### src/hdl/slru_pkg.sv
// ----------------------------------------------------------------------------
// slru_pkg
// Shared types, constants and helpers of the set-associative LRU cache.
// ----------------------------------------------------------------------------
package slru_pkg;

  // Geometry limits
  localparam int ADDR_BITS        = 16;
  localparam int MAX_WAYS         = 8;
  localparam int MAX_SETS         = 64;
  localparam int MAX_BLOCK_BYTES  = 64;
  localparam int MAX_ACCESS_BYTES = 8;

  // Derived widths; storage rows are eight bytes wide
  localparam int OFF_W    = $clog2(MAX_BLOCK_BYTES);
  localparam int SET_W    = $clog2(MAX_SETS);
  localparam int WAY_W    = $clog2(MAX_WAYS);
  localparam int TAG_W    = ADDR_BITS - 2;
  localparam int RANK_W   = WAY_W;
  localparam int WORD_W   = OFF_W - 3;
  localparam int MROW_W   = ADDR_BITS - 3;
  localparam int LROW_W   = SET_W + WAY_W + WORD_W;
  localparam int CNT_W    = 4;
  localparam int DATA_W   = 64;
  localparam int MAX_OB   = $clog2(MAX_BLOCK_BYTES);
  localparam int MAX_IB   = $clog2(MAX_SETS);

  // Commands
  localparam logic CMD_LOAD  = 1'b0;
  localparam logic CMD_STORE = 1'b1;

  // Configuration register indexes
  typedef enum logic [1:0] {
    REG_WRITE_BACK  = 2'd0,
    REG_OFFSET_BITS = 2'd1,
    REG_INDEX_BITS  = 2'd2,
    REG_WAYS_IN_USE = 2'd3
  } reg_idx_t;

  typedef struct packed {
    logic       write_back;
    logic [2:0] offset_bits;
    logic [2:0] index_bits;
    logic [3:0] ways_in_use;
  } cfg_t;

  // Classified request passed from the front to the back
  typedef struct packed {
    logic                 store;
    logic [ADDR_BITS-1:0] address;
    logic [CNT_W-1:0]     byte_count;
    logic [DATA_W-1:0]    store_data;
    logic                 fault;
    logic [OFF_W-1:0]     offset;
    logic [SET_W-1:0]     set_idx;
    logic [TAG_W-1:0]     tag;
  } req_t;

  typedef struct packed {
    logic              hit;
    logic [DATA_W-1:0] read_data;
    logic              fault;
  } rsp_t;

  // Per-set bookkeeping row
  typedef struct packed {
    logic [MAX_WAYS-1:0][RANK_W-1:0] rank;
    logic [MAX_WAYS-1:0]             valid;
    logic [MAX_WAYS-1:0][TAG_W-1:0]  tag;
  } meta_t;

  typedef struct packed {
    logic clearing;
  } back_status_t;

  typedef enum logic [3:0] {
    ST_CLEAR  = 4'd0,
    ST_IDLE   = 4'd1,
    ST_LOOKUP = 4'd2,
    ST_WB     = 4'd3,
    ST_STMEM  = 4'd4,
    ST_FILL   = 4'd5,
    ST_RD     = 4'd6,
    ST_WR     = 4'd7,
    ST_RESP   = 4'd8
  } state_t;

  // One bit per accessed byte, count of 1 to 8
  function automatic logic [7:0] count_mask(input logic [CNT_W-1:0] n);
    logic [8:0] one_hot;
    one_hot = 9'd1 << n;
    return 8'(one_hot - 9'd1);
  endfunction

  // Byte mask widened to bit mask
  function automatic logic [DATA_W-1:0] expand_mask(input logic [7:0] m);
    logic [DATA_W-1:0] r;
    for (int b = 0; b < 8; b++) begin
      r[b*8 +: 8] = {8{m[b]}};
    end
    return r;
  endfunction

endpackage

### src/hdl/slru_front.sv
// ----------------------------------------------------------------------------
// slru_front
// Splits an incoming access into tag, set and offset and flags faults.
// ----------------------------------------------------------------------------
module slru_front
  import slru_pkg::*;
(
  input  cfg_t                 cfg,
  input  logic                 command,
  input  logic [ADDR_BITS-1:0] address,
  input  logic [CNT_W-1:0]     byte_count,
  input  logic [DATA_W-1:0]    store_data,
  output req_t                 req
);

  logic [7:0]           bsz;
  logic [7:0]           blk_mask;
  logic [7:0]           set_mask;
  logic [3:0]           tag_shift;
  logic [ADDR_BITS-1:0] set_sh;
  logic [ADDR_BITS-1:0] tag_sh;
  logic [OFF_W-1:0]     offset;
  logic [7:0]           last_end;

  // Address split under the current geometry
  always_comb begin
    bsz       = 8'd1 << cfg.offset_bits;
    blk_mask  = bsz - 8'd1;
    set_mask  = (8'd1 << cfg.index_bits) - 8'd1;
    tag_shift = 4'(cfg.offset_bits) + 4'(cfg.index_bits);
    set_sh    = address >> cfg.offset_bits;
    tag_sh    = address >> tag_shift;
    offset    = address[OFF_W-1:0] & blk_mask[OFF_W-1:0];
    last_end  = 8'(offset) + 8'(byte_count);
  end

  // Classified request
  always_comb begin
    req.store      = (command == CMD_STORE);
    req.address    = address;
    req.byte_count = byte_count;
    req.store_data = store_data;
    req.offset     = offset;
    req.set_idx    = set_sh[SET_W-1:0] & set_mask[SET_W-1:0];
    req.tag        = tag_sh[TAG_W-1:0];
    req.fault      = (byte_count == '0)
                  || (byte_count > CNT_W'(MAX_ACCESS_BYTES))
                  || (last_end > bsz);
  end

endmodule

### config.mk
export PLATFORM = sky130hd
export DESIGN_NAME = slru_front
export DESIGN_NICKNAME = d
export VERILOG_FILES = /design/src/hdl/slru_pkg.sv /design/src/hdl/slru_front.sv
export SDC_FILE = /design/constraint.sdc
export NUM_CORES = 1
export LEC_CHECK = 0
export BUFFER_PORTS_ARGS = -buffer_cell sky130_fd_sc_hd__buf_2
export CAP_MARGIN = 20
export CORE_MARGIN = 5
export CORE_UTILIZATION = 40
export DETAILED_ROUTE_END_ITERATION = 6
export PLACE_DENSITY = 0.95
export SLEW_MARGIN = 20
export SYNTH_ARGS = -nofsm -noshare
export SYNTH_HDL_FRONTEND = slang
export SYNTH_SLANG_ARGS = --single-unit
### constraint.sdc
create_clock -name vclk -period 6.8
set_input_delay 1.36 -clock vclk [all_inputs]
set_output_delay 1.36 -clock vclk [all_outputs]
set_load 0.02 [all_outputs]
Yosys cells after proc, flatten, opt, wreduce, memory -nomap -nowiden
Cells that the tools add are included.

word-level totals
  word-level logic and storage cells = 15
  input bits = 96
  output and inout bits = 112
  register bits after elaboration = 0

cells by class
  shift operators = 4
  add/sub/neg operators = 4
  reductions and logical operators = 3
  bitwise logic cells = 2
  order comparisons = 2

operator list
  operator                                              number
  >> shifter 16 x 3 -> 6 bit                            1
  >> shifter 16 x 4 -> 14 bit                           1
  bitwise AND 6 bit                                     2
  subtractor 6 x 1 -> 6 bit, second input constant      2
  greater-than comparator 7 x 8 -> 1 bit                1
  << shifter 1 x 3 -> 8 bit, first input constant       1
  adder 6 x 4 -> 7 bit                                  1
  << shifter 1 x 3 -> 6 bit, first input constant       1
  adder 3 x 3 -> 4 bit                                  1
  greater-than comparator 4 bit, second input constant  1
  logical NOT 4 bit                                     1
  logical OR 1 bit                                      2

Depth between registers and ports, before layout
Gate-level depths: netlist of the first run.

  depth after elaboration = 6
  depth in mapped cells = 15
  depth with buffers taken out = 14

Worst setup path after synthesis of the first run
Ideal clock, no wire load.

  kind = input -> output
  from = in cfg[7] (netlist bit)
  to = out req[26] (netlist bit)
  data arrival time = 4.745 ns
  path buffers = 2
  slack = 0.695 ns
  data required time = 5.440 ns
  stages on the path = 15
  path through = buf_2 > buf_2 > or3_1 > ha_1 > nand2b_1 > inv_1 > ha_1 > a211o_1 > a21oi_1 > a211oi_1 > xor2_1 > ha_1 > nand4_1 > o221a_2 > o211ai_1

RTL lines
  item             RTL line          text
  start, declared  slru_front.sv:8   input cfg_t cfg,
  end, declared    slru_front.sv:13  output req_t req

==> reports/results.txt, run 1 <==
In this run the remaining antenna-violating nets after routing total 0. Entering global routing, the biggest net connects 22 pins. For the placed wire-length estimate after detailed placement, the log shows 4790 um. The peak fanout along the critical path is 21, and the required arrival time at the worst endpoint is 5.44 ns. The die covers 7320 um2. The biggest area contributor in the post-synthesis netlist is sky130_fd_sc_hd__buf_4. STA classifies the critical path startpoint as a primary input. The Yosys step of the flow raised 0 warnings.

Sequential cells placed in the final layout were counted as 0. Synthesis instantiated 39 different standard cells from the library. In the finished layout, the clock tree contains a buffer count of 0. The flow ran to the end, and the final reports show no timing, DRC or antenna violations. The run gives 165 MHz as the maximum operating frequency. Synthesis produced a netlist with a net count of 387. The ratio of routed vias to standard cells was 5.69; the sequential cell area was 0 um2. The average instance in the mapped netlist occupies 8.36 um2. Post-CTS setup buffer count: 0.

The run gives 0 as the diode insertion count for antenna repair. The classification of the worst-slack hold path was in -> out. Global routing used 14.7% of the available tracks across all layers.

The logs give 1777 for the via count of the first global-routing pass and 4.70 ns for the endpoint arrival time on the critical path. The finished layout holds 322 standard cells, fillers aside. The post-synthesis to final-layout area growth was -11.4%. OpenSTA, run right after detailed placement, puts the worst setup slack at 0.732 ns.

The final routed wire length divided by cell count is 17.7 um, and the final global-route overflow total is 0. The run gives 0 as the quantity of gates resized following cts. The max-slew violation count came out at 0.

The routability congestion estimate from global placement is 0.802, and the number of standard-cell rows in the floorplan is 27. The width of the chip was 85.6 um; the die outline height was 85.6 um. The initial utilization of the core area, before any placement, comes to 41.2%. Synthesis produced a netlist whose cell count is 273. Setup repair after global routing left no endpoint under its margin. The tools report the number of hold violations in the final report as 0.

In the post-synthesis netlist, the cell with the most instances is sky130_fd_sc_hd__buf_4. The synthesized design devotes to its leading area cell type 28.3% of total area. The routed design has 5700 um of wire. The slowest cell on the critical path is sky130_fd_sc_hd__or3_1. At the pin with the least slew margin, the transition time is 0.751 ns.

For this run, the register share of the synthesized area comes to 0%. The shortest period the worst path allows was 6.06 ns; the slack of the critical path was 0.738 ns. Sorting the synthesized cells by how often they occur yields sky130_fd_sc_hd__buf_4, sky130_fd_sc_hd__ha_1, sky130_fd_sc_hd__nor2_1, sky130_fd_sc_hd__nand2_1. The run gives 2280 um2 as the mapped cell area. The detailed route wirelength on metal2 is 2920 um, and the total core area is 5540 um2. The share of the clock period used by the worst path after layout came out at 89.1%. The final-report setup violation count came out at 0. In this run the tool buffered the top-level ports with 73 buffer cells.

The met3 layer wire length in the routed design is 529 um, and the max-cap violation count is 0. The tools report the first-pass iteration count of the detailed router as 4. The initial antenna violation count is 0. The worst setup path is captured at a primary output. The critical path in this run is classified as in -> out. The run gives 0.983 nW as the leakage power figure.

After the last flow step, the layout net total stands at 366. Walking the worst path, the cells encountered are buf_2 > or3_1 > ha_1 > nand2b_1 > inv_1 > ha_1 > a211o_1 > a21oi_1 > a211oi_1 > xor2_1 > ha_1 > nand4_1 > o221a_2 > o211ai_1 > buf_2. The worst hold path was traced through 0 stages. Signal routing reaches up to met4. For this run, design rule violations remaining after detail routing come to 0. For the via count, the log shows 1833. In the final layout, the share of cells above drive strength 1 is 36.4%.

For this run, the slowest stage of the critical path takes 0.44 ns. During I/O placement, the number of pins put on the boundary was 208. The logs give 49.9% for the worst max-slew margin expressed relative to the limit and 322 for the post-placement cell count.

For this block, the initial DRC count from the detailed router was 128. Library cell appearing most often on the critical path: sky130_fd_sc_hd__ha_1. Beginning of the worst hold path: store_data[0]. The power density normalized to cell area is 126 nW/um2, and the post-cts hold buffer count is 0.

The worst-case IR drop observed on VDD is 48.4 uV. After detailed routing, the wire length on met1 is 2160 um. Setup total negative slack on the finished layout was measured at 0 ns. The worst hold path terminates at req[27]. By area the synthesized netlist is led by sky130_fd_sc_hd__buf_4, sky130_fd_sc_hd__mux4_2, sky130_fd_sc_hd__mux4_1.

The first global-routing pass estimated 9050 um of wire.
-- layout by cell type, fill, tap and decap left out, types with 7 or more instances in the layout --
master                    instances
sky130_fd_sc_hd__nand2_1         13
sky130_fd_sc_hd__a21oi_1         12
sky130_fd_sc_hd__ha_1            16
sky130_fd_sc_hd__nand3_1          9
sky130_fd_sc_hd__or3_1            7
sky130_fd_sc_hd__inv_1           12
sky130_fd_sc_hd__buf_2           73
sky130_fd_sc_hd__mux4_1           8
sky130_fd_sc_hd__nor3_1          10
sky130_fd_sc_hd__nor2_1          14
sky130_fd_sc_hd__mux4_2          12
sky130_fd_sc_hd__mux2i_1         10
-- how the worst max path moves through the flow --
stage,cells after the start,to,slack [ns],from
final,15,req[26],0.74,cfg[7]
after global routing,15,req[26],0.36,cfg[7]
after CTS,15,req[26],0.72,cfg[7]
after detailed placement,15,req[26],0.73,cfg[7]
after global placement,15,req[26],0.76,cfg[7]
after floorplan,15,req[26],0.70,cfg[7]
-- final cells by class --
type,count,area [um2]
well taps,72,90.1
inverters,13,48.8
multi-input cells,164,1520
repair buffers,73,365
fillers,589,3520
-- worst max-delay path: cells and delay by family --
family / cells / cell delay, ns
buf+inv: 3 / 0.50
compound gates: 5 / 1.04
fa+ha+maj: 3 / 0.91
simple gates: 3 / 0.73
xor+xnor: 1 / 0.15
-- layer usage --
layer / global-route usage, % / vias up
met1: 17.7 / 853
met3: 2.79 / 10
li1: - / 859
met5: 0 / -
met4: 3.02 / 0
met2: 27.1 / 111
-- power breakdown --
part	internal, mW	switching, mW
registers	0	0
logic	0.104	0.151
clock network	0	0
total	0.104	0.151
-- kinds of logic after synthesis --
| logic type | share of synthesized area, % |
|---|---|
| compound gates | 11.7 |
| xor+xnor | 3.73 |
| fa+ha+maj | 10.5 |
| buf+inv | 33.5 |
| mux | 26.4 |
| simple gates | 14.1 |
-- stage by stage --
stage	instance area, um2	hold WS, ns	utilization (%)	power, mW
after global placement	2020	2.72	36.5	0.247
final	2020	2.72	36.5	0.256
after global routing	2020	2.72	36.5	0.281
after CTS	2020	2.72	36.5	0.256
after detailed placement	2020	2.72	36.5	0.255
after floorplan	2280	2.83	-	0.251
Power figures use the tool's default switching activity.
==> run 2: changes to the inputs <==
--- a/config.mk
+++ b/config.mk
@@ -5,11 +5,13 @@
 export SDC_FILE = /design/constraint.sdc
 export NUM_CORES = 1
 export LEC_CHECK = 0
-export BUFFER_PORTS_ARGS = -buffer_cell sky130_fd_sc_hd__buf_2
 export CAP_MARGIN = 20
+export CELL_PAD_IN_SITES_DETAIL_PLACEMENT = 1
+export CELL_PAD_IN_SITES_GLOBAL_PLACEMENT = 2
 export CORE_MARGIN = 5
-export CORE_UTILIZATION = 40
+export CORE_UTILIZATION = 33
 export DETAILED_ROUTE_END_ITERATION = 6
+export DONT_BUFFER_PORTS = 1
 export PLACE_DENSITY = 0.95
 export SLEW_MARGIN = 20
 export SYNTH_ARGS = -nofsm -noshare
==> run 2 against run 1 <==
Net effect:
- largest cell class unchanged
- first-iteration DRC count down 6.3%
- global-route usage decreased by 1.8 points
- power decreased by 22%
- sequential share of layout area stayed put
- hold slack unchanged
- die area is 19% higher
- cell count decreased by 20%
- setup slack lost 0.097 ns
- critical path type unchanged
- highest routed layer unchanged
- non-clock buffer count fell by 73
==> reports/results.txt, run 2 (synthesis gave the netlist of run 1 again) <==
The flow ran to the end, and the final reports show no timing, DRC or antenna violations. The run gives 0 (unchanged) as the final global-route overflow total. The classification of the worst-slack hold path was in -> out. The logs give 0.793 (-1.1%) for the routability congestion estimate from global placement and 800 (+36%) for the fill cell total of the finished layout. The peak fanout along the critical path is 17 (-19%). The via count was 1565 (-15%). The via count of the first global-routing pass is 1735 (-2.4%).

In the layout the commonest cells are sky130_fd_sc_hd__ha_1, sky130_fd_sc_hd__nor2_1, sky130_fd_sc_hd__nand2_1. The share of the clock period used by the worst path after layout is 90.6% (+1.4 points), and the max-slew violation count is 0 (unchanged). The number of nets with antenna violations after detailed routing is 0 (unchanged). The required arrival time at the worst endpoint came out at 5.44 ns (about the same). For the worst max-slew margin expressed relative to the limit, the log shows 50.4% (+0.57 points).

The transition time at the pin with the least slew margin was 0.743 ns (-0.00852 ns); the leakage power figure was 0.679 nW (-31%). The critical path in this run is classified as in -> out. The pin count of the biggest net entering global routing is 22 (unchanged). The placed wire-length estimate after detailed placement came out at 4550 um (-5.1%). For the post-CTS setup buffer count, the log shows 0 (unchanged). For the number of nets in the layout, the log shows 293 (-20%). The layout cell share with drive strength beyond 1 works out to 10.2% (-26 points).

The area of combinational cells with multiple inputs is 1520 um2 (unchanged). The post-detailed-routing wire length was 5630 um (-1.3%). The logs give 208 (unchanged) for the number of placed I/O pins and 162 MHz (-1.6%) for the maximum operating frequency. The number of clock buffers in the layout was 0 (unchanged).

The shortest period the worst path allows is 6.16 ns (+0.0973 ns), and the die outline height is 93.2 um (+8.9%). For the number of hold violations in the final report, the log shows 0 (unchanged). The sequential cell area is 0 um2 (unchanged). The run gives 30 (+11%) as the number of standard-cell rows in the floorplan.

The width of the chip was 93.2 um (+8.9%). Setup repair after global routing left no endpoint under its margin. The tools report the utilization after layout as 24.7% (-12 points). From synthesis to final layout, the design area changed by -27.0%. The tools report the maximum vdd ir drop as 29.8 uV (-39%).

The power density normalized to cell area was 119 nW/um2 (-5.6%). The tools report the max-cap violation count as 0 (unchanged). The count of input and output buffers was 0 (-100%); the final routed wire length divided by cell count was 21.9 um (+24%). For the sum of negative setup slack, the log shows 0 ns (unchanged). The total core area came out at 6760 um2 (+22%). The post-cts hold buffer count is 0 (unchanged).

The worst setup path is captured at a primary output. The first-pass iteration count of the detailed router was 6 (+2); the floorplan die area was 8680 um2 (+19%). The tools report the wire length of the first global-routing pass as 9200 um (+1.6%).

The violation count after the first detailed-route iteration was 120 (-6.3%); the global router's overall resource usage was 12.9% (-1.8 points). The run gives 0 (unchanged) as the diode insertion count for antenna repair. The final-report setup violation count was 0 (unchanged). Sort of element at the start of the critical path: a primary input.

Initial standard-cell utilization of the core: 33.8% (-7.4 points). The tools report the number of sequential cells as 0 (unchanged). The residual DRC count was 0 (unchanged); the endpoint arrival time on the critical path was 4.80 ns (+0.10 ns). The quantity of gates resized following cts is 0 (unchanged).

The library cell used most frequently in the layout, excluding fill and tap cells, is sky130_fd_sc_hd__ha_1. The ratio of routed vias to standard cells came out at 6.09 (+7.0%). The initial antenna violation count was 0 (unchanged).
==> run 2: metrics by stage <==
stage                     power (mW)  hold WS, ns  worst slack (ns)  cell area (um2)  instances
after floorplan                0.251         2.83             0.695             2280        273
after global placement         0.194         2.72             0.784             1670        257
after detailed placement       0.201         2.72             0.650             1670        257
after CTS                      0.202         2.72             0.640             1670        257
after global routing           0.220         2.72             0.372             1670        257
final                          0.199         2.72             0.641             1670        257
==> run 2: final cells by class <==
class / count / share of cell area (%)
Multi-Input combinational cell: 164 / 91.1
Tap cell: 80 / 6.00
Inverter: 13 / 2.93
==> run 2: worst max-delay path, cell delays in order <==
cell and delay, ns:
sky130_fd_sc_hd__or3_1 0.41, sky130_fd_sc_hd__ha_1 0.25, sky130_fd_sc_hd__xnor2_1 0.16, sky130_fd_sc_hd__and2_1 0.30, sky130_fd_sc_hd__ha_1 0.34, sky130_fd_sc_hd__o21a_1 0.20, sky130_fd_sc_hd__a21oi_1 0.23, sky130_fd_sc_hd__a211oi_1 0.11
sky130_fd_sc_hd__xor2_1 0.16, sky130_fd_sc_hd__ha_1 0.35, sky130_fd_sc_hd__nand4_1 0.15, sky130_fd_sc_hd__o221a_2 0.31, sky130_fd_sc_hd__o211ai_1 0.47
==> run 2: metal layers <==
metal	wire length (um)	part of all wire, %	vias up	track usage [%]
li1	-	-	710	-
met1	2150	38	773	14.2
met4	65	1.2	0	3.17
met5	0	0	-	0
met3	549	9.8	14	4.67
met2	2860	51	68	23.3
==> run 2: power by group <==
group | total (mW) | switching (mW) | internal [mW]
Sequential | 0 | 0 | 0
Combinational | 0.199 | 0.120 | 0.0788
Clock | 0 | 0 | 0
Total | 0.199 | 0.120 | 0.0788
==> run 2: worst paths after layout <==
path                 startpoint  endpoint  slack, ns  cells after the start
setup / recovery         cfg[8]   req[26]       0.64                     13
hold / removal    store_data[3]   req[30]       2.72                      0
