[src/hdl/slru_fifo.sv]
// ----------------------------------------------------------------------------
// slru_fifo
// Two-entry queue used between front and back and on the result side.
// ----------------------------------------------------------------------------
module slru_fifo #(
  parameter int WIDTH = 8
) (
  input  logic             clk,
  input  logic             rst,
  input  logic             push,
  input  logic [WIDTH-1:0] wdata,
  output logic             full,
  input  logic             pop,
  output logic [WIDTH-1:0] rdata,
  output logic             empty
);

  logic [WIDTH-1:0] slots [2];
  logic             wr_ptr;
  logic             rd_ptr;
  logic [1:0]       count;
  logic             do_push;
  logic             do_pop;

  assign full    = (count == 2'd2);
  assign empty   = (count == 2'd0);
  assign do_push = push && !full;
  assign do_pop  = pop && !empty;
  assign rdata   = slots[rd_ptr];

  // Pointers and fill level
  always_ff @(posedge clk) begin
    if (rst) begin
      wr_ptr <= 1'b0;
      rd_ptr <= 1'b0;
      count  <= 2'd0;
    end else begin
      if (do_push) wr_ptr <= !wr_ptr;
      if (do_pop)  rd_ptr <= !rd_ptr;
      count <= count + 2'(do_push) - 2'(do_pop);
    end
  end

  // Storage
  always_ff @(posedge clk) begin
    if (do_push) slots[wr_ptr] <= wdata;
  end

endmodule

[config.mk]
export PLATFORM = sky130hd
export DESIGN_NAME = slru_fifo
export DESIGN_NICKNAME = d
export VERILOG_FILES = /design/src/hdl/slru_fifo.sv
export SDC_FILE = /design/constraint.sdc
export NUM_CORES = 1
export LEC_CHECK = 0
export BUFFER_PORTS_ARGS = -buffer_cell sky130_fd_sc_hd__clkbuf_2
export CORE_MARGIN = 8
export CORE_UTILIZATION = 44
export DETAILED_ROUTE_END_ITERATION = 6
export HOLD_SLACK_MARGIN = 0.1
export PLACE_DENSITY_LB_ADDON = 0.05
export SETUP_SLACK_MARGIN = 0.05
export SLEW_MARGIN = 20
export SYNTH_ARGS = -nofsm -noshare
export SYNTH_HDL_FRONTEND = slang
export SYNTH_SLANG_ARGS = --single-unit
[constraint.sdc]
create_clock -name clk -period 1.7 [get_ports clk]
set_clock_uncertainty 0.1 [all_clocks]
set_input_delay 0.51 -clock clk [delete_from_list [all_inputs] [get_ports clk]]
set_output_delay 0.51 -clock clk [all_outputs]
set_load 0.05 [all_outputs]
Word-level counts from Yosys, hierarchy flattened
Memory sizes are Yosys's and may differ from the RTL's. A register that Yosys moved wholly into a read port is not among the register bits.
Cells that the tools add are included.
{"block": "classes", "n_addsub": 2, "eq_ne": 1, "muxes": 4, "n_reduce_logical": 7}
{"operator": "$logic_not 1->1", "n": 4}
{"operator": "$mux 1", "n": 4}
{"operator": "$add 2x1->2", "n": 1}
{"operator": "$eq 2x2->1 const B", "n": 1}
{"operator": "$logic_and 1x1->1", "n": 2}
{"operator": "$logic_not 2->1", "n": 1}
{"operator": "$sub 2x1->2", "n": 1}
{"block": "totals", "register_bits": 4, "ramBits": 16, "output_inout_bits": 10, "word_cells": 18, "memories": 1}
{"memory": "slots", "depth": 2, "width": 8, "rd": 1, "rd_clocked_by_memory_dff": 1, "write_ports": 1, "line": "18", "rtl": "logic [WIDTH-1:0] slots [2];"}

Longest topological paths before layout
Gate-level depths: netlist of the first run.
{"block": "logic_depth", "word_depth": 5, "mapped_depth": 8, "ltp_nobuf": 8}

Least setup slack after synthesis of the first run
OpenSTA, ideal clock, no wires.
{"block": "synth_path", "path_kind": "input -> register", "startpoint": "input port pop", "endpoint": "register count[1]", "arrival_ns": 1.470, "required_time_ns": 1.522, "setup_slack_ns": 0.052, "path_stages": 7, "cell_sequence": "o21a_2 > ha_1 > inv_1 > ha_1 > xor2_1 > and2_1 > nor3_1"}
{"block": "synth_via", "elab_chain_cells": 2}
{"element": "from (decl)", "line": "13", "rtl": "input logic pop,"}
{"element": "$logic_and 1x1->1", "line": "28", "rtl": "assign do_pop = pop && !empty;"}
{"element": "$sub 2x1->2", "line": "40", "rtl": "count <= count + 2'(do_push) - 2'(do_pop);"}
{"element": "to (signal assigned)", "line": "40"}
{"element": "to (decl)", "line": "21", "rtl": "logic [1:0] count;"}
No other way between the ends.
A chain may end at the register's enable or synchronous reset.

==> results of run 1 <==
==> power by group through the flow <==
stage / Combinational [uW] / Clock [uW] / Sequential [uW]
after floorplan: 598 / 0 / 706
after global placement: 787 / 0 / 716
after detailed placement: 792 / 0 / 718
after CTS: 1160 / 245 / 729
after global routing: 1380 / 271 / 754
final: 1310 / 229 / 744
==> synth_stat cells <==
cell | count | area (um^2)
edfxtp_1 | 16 | 480
and3_2 | 1 | 7.51
dfxtp_1 | 5 | 100
ha_1 | 2 | 25.0
and2_1 | 1 | 6.26
nor3_1 | 1 | 5.00
xnor2_1 | 1 | 8.76
or3_1 | 1 | 6.26
inv_2 | 1 | 3.75
buf_2 | 1 | 5.00
o21ai_0 | 1 | 5.00
nor2b_1 | 1 | 6.26
xor2_1 | 1 | 8.76
nor2_1 | 4 | 15.0
mux2_2 | 3 | 33.8
nand2b_2 | 1 | 8.76
o21a_2 | 1 | 8.76
a21oi_1 | 1 | 5.00
inv_1 | 3 | 11.3
nand2_1 | 1 | 3.75
mux2_1 | 5 | 56.3
==> critical path: stages (launching register included) <==
cell and delay, ns:
dfxtp_2 0.36, buf_6 0.13, mux2_4 0.31, buf_8 0.15
==> per-stage QoR <==
| step | area, um^2 | power (uW) | util | hold WS, ns | worst slack, ns |
|---|---|---|---|---|---|
| 2_1_floorplan | 811 | 1300 | - | 0.351 | 0.0524 |
| 3_3_place_gp | 980 | 1500 | 0.567 | 0.370 | -0.0482 |
| 3_5_place_dp | 980 | 1510 | 0.567 | 0.389 | -0.0740 |
| 4_1_cts | 1230 | 2140 | 0.711 | 0.275 | -0.193 |
| 5_1_grt | 1290 | 2410 | 0.750 | 0.257 | -0.230 |
| 6_report | 1290 | 2290 | 0.750 | 0.292 | -0.167 |
==> logic make-up after synthesis <==
logic type,after synthesis
buffers and inverters,5
AOI/OAI and AO/OA,3
DFF,21
adders and majority gates,2
muxes,8
and+or+nand+nor,11
xor gates and xnor gates,2
==> path summary, 6_finish.rpt <==
path / startpoint / to / slack [ns] / depth (start not counted)
setup reg to reg: count[0] / slots[0][2] / 0.07 / 6
hold reg to reg: wr_ptr / wr_ptr / 0.41 / 2
setup / recovery: flip-flop / rdata[3] / -0.17 / 3
hold / removal: wdata[3] / slots[0][3] / 0.29 / 1
==> per-layer routing <==
layer,vias to the layer above,wire length [um]
li1,248,-
met1,230,630
met2,12,792
met3,0,78
met4,0,0
met5,-,0
==> layout make-up <==
type	instances	area (um^2)
Fill cell	121	432
Timing Repair Buffer	29	320
Multi-Input combinational cell	26	307
Tap cell	25	31.3
Clock inverter	1	5.00
Inverter	4	20.0
Sequential cell	21	589
Clock buffer	3	22.5
==> state kept, by name (all words and copies together), names as in the netlist, named ones only <==
signal,flops
slots,16
count,2
rd_ptr,1
wr_ptr,1
==> repair_timing <==
item	in CTS	in global routing
buffers inserted	3	0
pin swaps	2	4
endpoints found under the hold margin	0	0
endpoints found under the setup margin	11	19
resized for setup	42	22
==> run_results.csv, run 1 <==
group,metric,value,unit
status,outcome,"finished, violations left",
status,violations,"negative setup slack",
timing,relSlewSlack,0.866,
timing,max_freq,536,MHz
cells_and_area,mostFrequentLayoutCells,"edfxtp_1 (16), clkbuf_2 (11), mux2_4 (8)",
detailed_routing,routedWlPerCell,13.8,um
power_and_ir_drop,power.density,1770,nW/um^2
yosys,synth_top_family_by_area,"multiplexers",
power_and_ir_drop,clock_power_share,0.100,
grt,grt_max_degree,13,
floorplanning,start_util,0.470,
floorplanning,core_area,1730,um^2
yosys,synth_cell_types,21,
detailed_routing,vias_per_cell,4.50,
critical_path,startpoint_type,"flip-flop",
yosys,synth-simple-area-share,0.0725,
detailed_routing,wl,1500,um
power_and_ir_drop,vdd_drop_max,1480,uV
clock_network,cts_inserted_buffers,3,
placed_design,port_buffers,21,
timing,tightest_slew,0.201,ns
grt,grtUsageTotal,0.0916,
power_and_ir_drop,pwr-share-seq,0.325,
timing,rsz0062_at_grt,"yes",
power_and_ir_drop,p_sw,854,uW
power_and_ir_drop,leakage,0.000538,uW
cells_and_area,num_antenna_cells,0,
detailed_routing,ant_nets,0,
yosys,synth_compound_area_frac,0.0231,
critical_path,path_max_fanout,5,
clock_network,clockBufferDepth,2,
timing,drv_slew,0,
placed_design,place.gp.congestion,0.671,
clock_network,clkLatencyLatePin,0.30,ns
power_and_ir_drop,p_int,1430,uW
power_and_ir_drop,sw_frac_of_total,0.373,
cells_and_area,final_layout_size_suffix_gt1_frac,0.690,
grt,grt_overflow_total,0,
cells_and_area,nNetsFinal,99,
detailed_routing,vias,490,
clock_network,clockRootBuffer,"clkbuf_4",
detailed_routing,drt_iter0_markers,3,
timing,setup_viol,8,
yosys,synth_area_per_cell,15.6,um^2
cells_and_area,final_cells,109,
critical_path,worst_ep_arrival_time,1.26,ns
timing,fin_ws,-0.167,ns
grt,grt_util_met2,0.154,
clock_network,clock_sinks,21,
yosys,syn_area,811,um^2
flow_run,cap_violations,0,
yosys,syn_inst,52,
floorplanning,die_w,58.9,um
timing,period_needed,1.87,ns
floorplanning,num_rows,15,
grt,grt_pass1_wl,2340,um
grt,grt_pass1_vias,495,
yosys,synth_fa_ha_area_frac,0.0309,
grt,met3_usage,0.0413,
grt,use_met1,0.0955,
critical_path,crit_type,"reg2out",
hold_path,min_path_type,"in2reg",
detailed_routing,drtPass1Iterations,3,
yosys,synth_xor_xnor_area_share,0.0216,
floorplanning,die_area,3470,um^2
grt,antenna_found_initial,0,
timing,hold_viol,0,
yosys,yosysSeqAreaShare,0.716,
timing,finalCritPeriodShare,1.10,
yosys,synth_seq_cells,21,
yosys,synth_nets,66,
placed_design,dp_cells,102,
floorplanning,ios,22,
clock_network,hold_buffers,0,
detailed_routing,drc_errors,0,
yosys,yosys_warnings,0,
clock_network,cts_tree,"built",
timing,setup_tns,-1.28,ns
cells_and_area,area_growth,59.7,%
floorplanning,chipHeight,58.9,um
power_and_ir_drop,comb_power_share,0.575,
critical_path,end_kind,"primary output",
yosys,synthMuxAreaShare,0.111,
grt,grt.busiest_layer,"met2",
critical_path,crit_required,1.09,ns
clock_network,htreeDepth,1,
clock_network,clkTransAtPathRegs,0.11,ns
cells_and_area,final_common_cell,"edfxtp_1",
No activity file was read; power rests on OpenSTA's default activity.
==> run 2: changes to the inputs <==
Settings changed: ABC_AREA from default to 1, CELL_PAD_IN_SITES_DETAIL_PLACEMENT from default to 0, CELL_PAD_IN_SITES_GLOBAL_PLACEMENT from default to 1, CORE_UTILIZATION 44 to 36.
==> run 2 against run 1 <==
  * The flow still finishes with violations (negative setup slack)
  * Sequential power fell by 0.8%
  * Global-route usage fell by 2.1 points
  * Sequential share of layout area rose by 3.2 points
  * Flip-flop and latch count did not move
  * Combinational power fell by 18%
  * Synthesized cell count rose by 23%
  * Die area rose by 22%
  * Largest power group unchanged
==> run_results.csv, run 2 <==
group,metric,value,unit
placed_design,dpl.hpwl,1080,um
detailed_routing,routedWlPerCell,11.4,um
detailed_routing,drtPass1Iterations,3,
cells_and_area,final_layout_size_suffix_gt1_frac,0.521,
status,violations,"negative setup slack",
yosys,synth_area_per_cell,13.6,um^2
yosys,synth_common_cells,"edfxtp_1 (16), inv_1 (10), mux2_4 (8), nand2_1 (8), nor2_1 (7)",
yosys,synth_ff_type,"edfxtp_1",
floorplanning,num_rows,17,
clock_network,clkTransAtPathRegs,0.11,ns
power_and_ir_drop,vdd_drop_max,917,uV
cells_and_area,top_regs,"slots x16, count x2",
yosys,synth_cell_types,11,
grt,grtUsageTotal,0.0711,
clock_network,cts_inserted_buffers,3,
grt,grt_max_degree,14,
power_and_ir_drop,finalPower,2040,uW
grt,grt_pass1_vias,541,
grt,grt_overflow_total,0,
yosys,yosys.area.top_type_share,0.553,
timing,fin_ws,-0.166,ns
cells_and_area,largest_reg_flops,16,
power_and_ir_drop,power.density,1700,nW/um^2
clock_network,clkLatencyLatePin,0.30,ns
timing,max_freq,536,MHz
critical_path,r2r-start,"count[0]",
yosys,synth_seq_cells,21,
clock_network,clock_sinks,21,
cells_and_area,final_common_cell,"edfxtp_1",
floorplanning,die_area,4240,um^2
yosys,ys_async_sr_fraction,0,
grt,antenna_found_initial,0,
placed_design,port_buffers,21,
critical_path,end_kind,"primary output",
status,outcome,"finished, violations left",
yosys,syn_inst,64,
yosys,yosys_warnings,0,
floorplanning,start_util,0.385,
detailed_routing,drt_iter0_markers,11,
placed_design,place.gp.congestion,0.720,
yosys,yosysSeqAreaShare,0.669,
critical_path,path_max_fanout,4,
floorplanning,core_area,2250,um^2
floorplanning,chipHeight,65.1,um
critical_path,r2r_slack,0.15,ns
cells_and_area,largest_register,"slots",
timing,relSlewSlack,0.778,
timing,hold_viol,0,
cells_and_area,finalInstanceArea,1200,um^2
cells_and_area,nNetsFinal,109,
clock_network,clockRootBuffer,"clkbuf_4",
floorplanning,ios,22,
timing,tightest_slew,0.332,ns
hold_path,min_path_type,"in2reg",
critical_path,rr_worst_depth,10,
cells_and_area,num_antenna_cells,0,
clock_network,cts_tree,"built",
cells_and_area,mostFrequentLayoutCells,"edfxtp_1 (16), clkbuf_2 (11), buf_8 (9)",
yosys,yosys-top-cells-area,"edfxtp_1 (55%), mux2_4 (14%), dfxtp_1 (12%)",
timing,finalCritPeriodShare,1.10,
detailed_routing,wl,1390,um
critical_path,crit_required,1.09,ns
grt,grt_pass1_wl,2290,um
yosys,synth.most_common_cell,"edfxtp_1",
yosys,synth-edff-count,16,
timing,period_needed,1.87,ns
clock_network,clockBufferDepth,2,
yosys,yosysTopAreaCell,"edfxtp_1",
detailed_routing,vias,526,
cells_and_area,n_fill_cell,211,
yosys,syn_area,868,um^2
timing,rsz0062_at_grt,"yes",
detailed_routing,ant_nets,0,
placed_design,placed_area,1030,um^2
placed_design,dp_slack,-0.00613,ns
cells_and_area,final_cells,122,
floorplanning,die_w,65.1,um
critical_path,crit_type,"reg2out",
flow_run,cap_violations,0,
critical_path,worst_ep_arrival_time,1.26,ns
timing,setup_viol,8,
critical_path,startpoint_type,"flip-flop",
yosys,synth_nets,78,
placed_design,dp_cells,116,
cells_and_area,area_growth,38.6,%
detailed_routing,drc_errors,0,
timing,drv_slew,0,
detailed_routing,vias_per_cell,4.31,
cells_and_area,utilization,0.534,
power_and_ir_drop,leakage,0.000529,uW
critical_path,reg2reg_to,"count[1]",
critical_path,crit_path_end,"rdata[2]",
clock_network,htreeDepth,1,
[run 2: what timing repair did]
| item | CTS | global route |
|---|---|---|
| hold buffers | 0 | 0 |
| setup endpoints to repair | 11 | 11 |
| hold endpoints to repair | 0 | 0 |
| buffers inserted | 2 | 0 |
| cloned | 0 | 0 |
| resized for setup | 27 | 15 |
[run 2: cell type report]
type	count	area [um^2]	area share
multi-input cells	32	258	0.214
clock buffers	3	22.5	0.0187
well taps	28	35.0	0.0291
repair buffers	27	254	0.211
inverters	10	40.0	0.0333
flip-flops and latches	21	587	0.488
clock inverters	1	7.51	0.00624
[run 2: how the worst min path moves through the flow]
stage	start	end	slack [ns]	cells after the start
5_1_grt	rst	count[0]	0.26	2
3_5_place_dp	rd_ptr	flip-flop	0.40	2
6_report	rst	count[0]	0.25	2
4_1_cts	rst	count[0]	0.24	2
2_1_floorplan	rd_ptr	flip-flop	0.37	2
3_3_place_gp	rd_ptr	rd_ptr	0.39	2
[run 2: cell families (layout without fill, tap and decap cells)]
logic type,Yosys count,after routing,synth area share
flops,21,21,0.669
mux,8,8,0.138
buf+inv,11,41,0.0562
simple gates,20,20,0.0965
compound gates,2,2,0.0115
fa+ha+maj,2,2,0.0288
[run 2: per-stage QoR]
step           hold slack [ns]  setup TNS, ns
6_report                 0.253          -1.26
5_1_grt                  0.258          -1.64
4_1_cts                  0.239          -1.60
3_5_place_dp             0.397       -0.00613
3_3_place_gp             0.389              0
2_1_floorplan            0.367              0
[run 2: critical path, stage by stage, from the launching register on]
cell     delay, ns
dfxtp_2       0.37
buf_6         0.13
mux2_4        0.31
buf_8         0.15
[run 2: power breakdown]
group | switching, uW | internal [uW]
registers | 66.3 | 672
logic | 594 | 474
clock network | 148 | 89.6
total | 809 | 1240
[run 2: routing by layer]
| layer | vias to the layer above | GRT usage | part of all wire |
|---|---|---|---|
| met5 | - | 0 | 0 |
| met4 | 0 | 0.0490 | 0.010 |
| met3 | 2 | 0.0305 | 0.086 |
| met2 | 13 | 0.118 | 0.52 |
| met1 | 236 | 0.0710 | 0.39 |
| li1 | 275 | - | - |
==> run 3: changes to the inputs <==
Settings changed: RECOVER_POWER from default to 50.
==> run 3 against run 2 <==
  * The flow still finishes with violations (negative setup slack)
  * Critical path depth unchanged
  * Routed wire length about the same
  * Global-route usage unchanged
  * Count of clock-buffer cells in the layout stayed put
  * Power down 1.3%
  * Combinational power about the same
  * Cell area is 1.2% lower
  * Flip-flop and latch count stayed put
  * Final cell count stayed put
  * Highest routed layer unchanged
==> run_results.csv, run 3 (synthesis results as in run 2) <==
group,metric,value,unit
timing,holdWs,0.253,ns
floorplanning,die_area,4240,um^2
critical_path,reg2reg_to,"count[1]",
floorplanning,start_util,0.385,
grt,grt.busiest_layer,"met2",
timing,relSlewSlack,0.787,
critical_path,crit_type,"reg2out",
power_and_ir_drop,p_sw,794,uW
grt,use_met1,0.0710,
clock_network,clockRootBuffer,"clkbuf_4",
cells_and_area,area_growth,36.9,%
detailed_routing,vias_per_cell,4.37,
placed_design,place.gp.congestion,0.720,
placed_design,dpl.hpwl,1080,um
critical_path,r2r-start,"count[0]",
floorplanning,die_w,65.1,um
cells_and_area,num_antenna_cells,0,
grt,grt_pass1_wl,2290,um
detailed_routing,drc_errors,0,
timing,drv_slew,0,
power_and_ir_drop,power.density,1700,nW/um^2
detailed_routing,vias,533,
timing,fin_ws,-0.166,ns
timing,period_needed,1.87,ns
cells_and_area,final_common_cell,"edfxtp_1",
cells_and_area,finalInstanceArea,1190,um^2
detailed_routing,routedWlPerCell,11.4,um
floorplanning,core_area,2250,um^2
timing,finalCritPeriodShare,1.10,
hold_path,min_path_type,"in2reg",
floorplanning,chipHeight,65.1,um
cells_and_area,final_layout_size_suffix_gt1_frac,0.447,
clock_network,htreeDepth,1,
timing,tightest_slew,0.320,ns
detailed_routing,drt_iter0_markers,11,
clock_network,clkTransAtPathRegs,0.11,ns
critical_path,end_kind,"primary output",
detailed_routing,drtPass1Iterations,3,
power_and_ir_drop,vdd_drop_max,895,uV
clock_network,clkLatencyLatePin,0.30,ns
critical_path,r2r_slack,0.09,ns
grt,antenna_found_initial,0,
power_and_ir_drop,p_int,1220,uW
hold_path,min_delay_path_depth,2,
grt,grtUsageTotal,0.0711,
cells_and_area,largest_reg_flops,16,
power_and_ir_drop,clock_power_share,0.117,
floorplanning,ios,22,
cells_and_area,mostFrequentLayoutCells,"edfxtp_1 (16), buf_8 (9), inv_1 (8), mux2_4 (8)",
status,violations,"negative setup slack",
critical_path,path_max_fanout,4,
clock_network,clock_sinks,21,
cells_and_area,n_fill_cell,213,
grt,met3_usage,0.0305,
grt,grt_overflow_total,0,
clock_network,cts_tree,"built",
power_and_ir_drop,comb_power_share,0.521,
timing,hold_viol,0,
timing,setup_viol,8,
floorplanning,num_rows,17,
timing,rsz0062_at_grt,"yes",
placed_design,placed_area,1030,um^2
grt,grt_util_met2,0.118,
status,outcome,"finished, violations left",
cells_and_area,largest_register,"slots",
hold_path,hold-path-endpoint,"count[0]",
power_and_ir_drop,sw_frac_of_total,0.393,
hold_path,holdCritStartpoint,"rst",
critical_path,crit_required,1.09,ns
critical_path,worst_ep_arrival_time,1.26,ns
clock_network,cts_inserted_buffers,3,
placed_design,port_buffers,21,
timing,max_freq,536,MHz
power_and_ir_drop,pwr-share-seq,0.362,
critical_path,rr_worst_depth,11,
detailed_routing,wl,1390,um
cells_and_area,nNetsFinal,109,
flow_run,cap_violations,0,
critical_path,startpoint_type,"flip-flop",
clock_network,clockBufferDepth,2,
grt,grt_pass1_vias,541,
power_and_ir_drop,leakage,0.000509,uW
detailed_routing,ant_nets,0,
cells_and_area,top_regs,"slots x16, count x2",
grt,grt_max_degree,14,
## run 3: worst max-delay path by stage
stage                    from        to  slack [ns]  cells after the start
CTS                 flip-flop  rdata[4]       -0.21                      3
floorplan            count[0]  count[1]        0.05                      9
global placement          pop  count[1]       0.002                     11
detailed placement        pop  count[1]      -0.006                     11
finish              flip-flop  rdata[4]       -0.17                      3
global route        flip-flop  rdata[4]       -0.21                      3
## run 3: final cells by class
| class | count | area, um^2 | area share |
|---|---|---|---|
| clock inverter | 1 | 7.51 | 0.00632 |
| clock buffer | 3 | 22.5 | 0.0189 |
| inverter | 10 | 40.0 | 0.0337 |
| tap | 28 | 35.0 | 0.0295 |
| sequential | 21 | 586 | 0.493 |
| timing repair buffer | 27 | 248 | 0.208 |
| multi-input combinational | 32 | 250 | 0.211 |
## run 3: metal layers
layer  wire length [um]  vias to the layer above
met5                  0                        -
met4                 14                        0
met3                114                        2
met2                718                       13
met1                540                      242
li1                   -                      276
## run 3: critical path: stages (launching register included)
cell and delay [ns]:
dfxtp_2 0.37, buf_6 0.13, mux2_4 0.31, buf_8 0.15
## run 3: power by group through the flow
stage          clock (uW)  sequential, uW  combinational, uW
5_1_grt               264             744               1130
2_1_floorplan           0             717                660
3_3_place_gp            0             727                823
3_5_place_dp            0             729                824
4_1_cts               251             733                992
6_report              235             731               1050
## run 3: stage by stage
stage,total power [uW],setup slack (ns),setup TNS (ns),util,instances
after floorplan,1380,0.0457,0,-,64
after detailed placement,1550,-0.00613,-0.00613,0.458,116
after global routing,2130,-0.213,-1.72,0.527,122
final,2020,-0.166,-1.25,0.527,122
after global placement,1550,0.00200,0,0.458,116
after CTS,1980,-0.209,-1.60,0.521,122
## run 3: timing repair
item | 4_1_cts | 5_1_grt
pin swaps | 0 | 0
setup endpoints to repair | 11 | 11
buffers inserted | 2 | 0
hold buffers | 0 | 0
gates resized for setup | 27 | 15
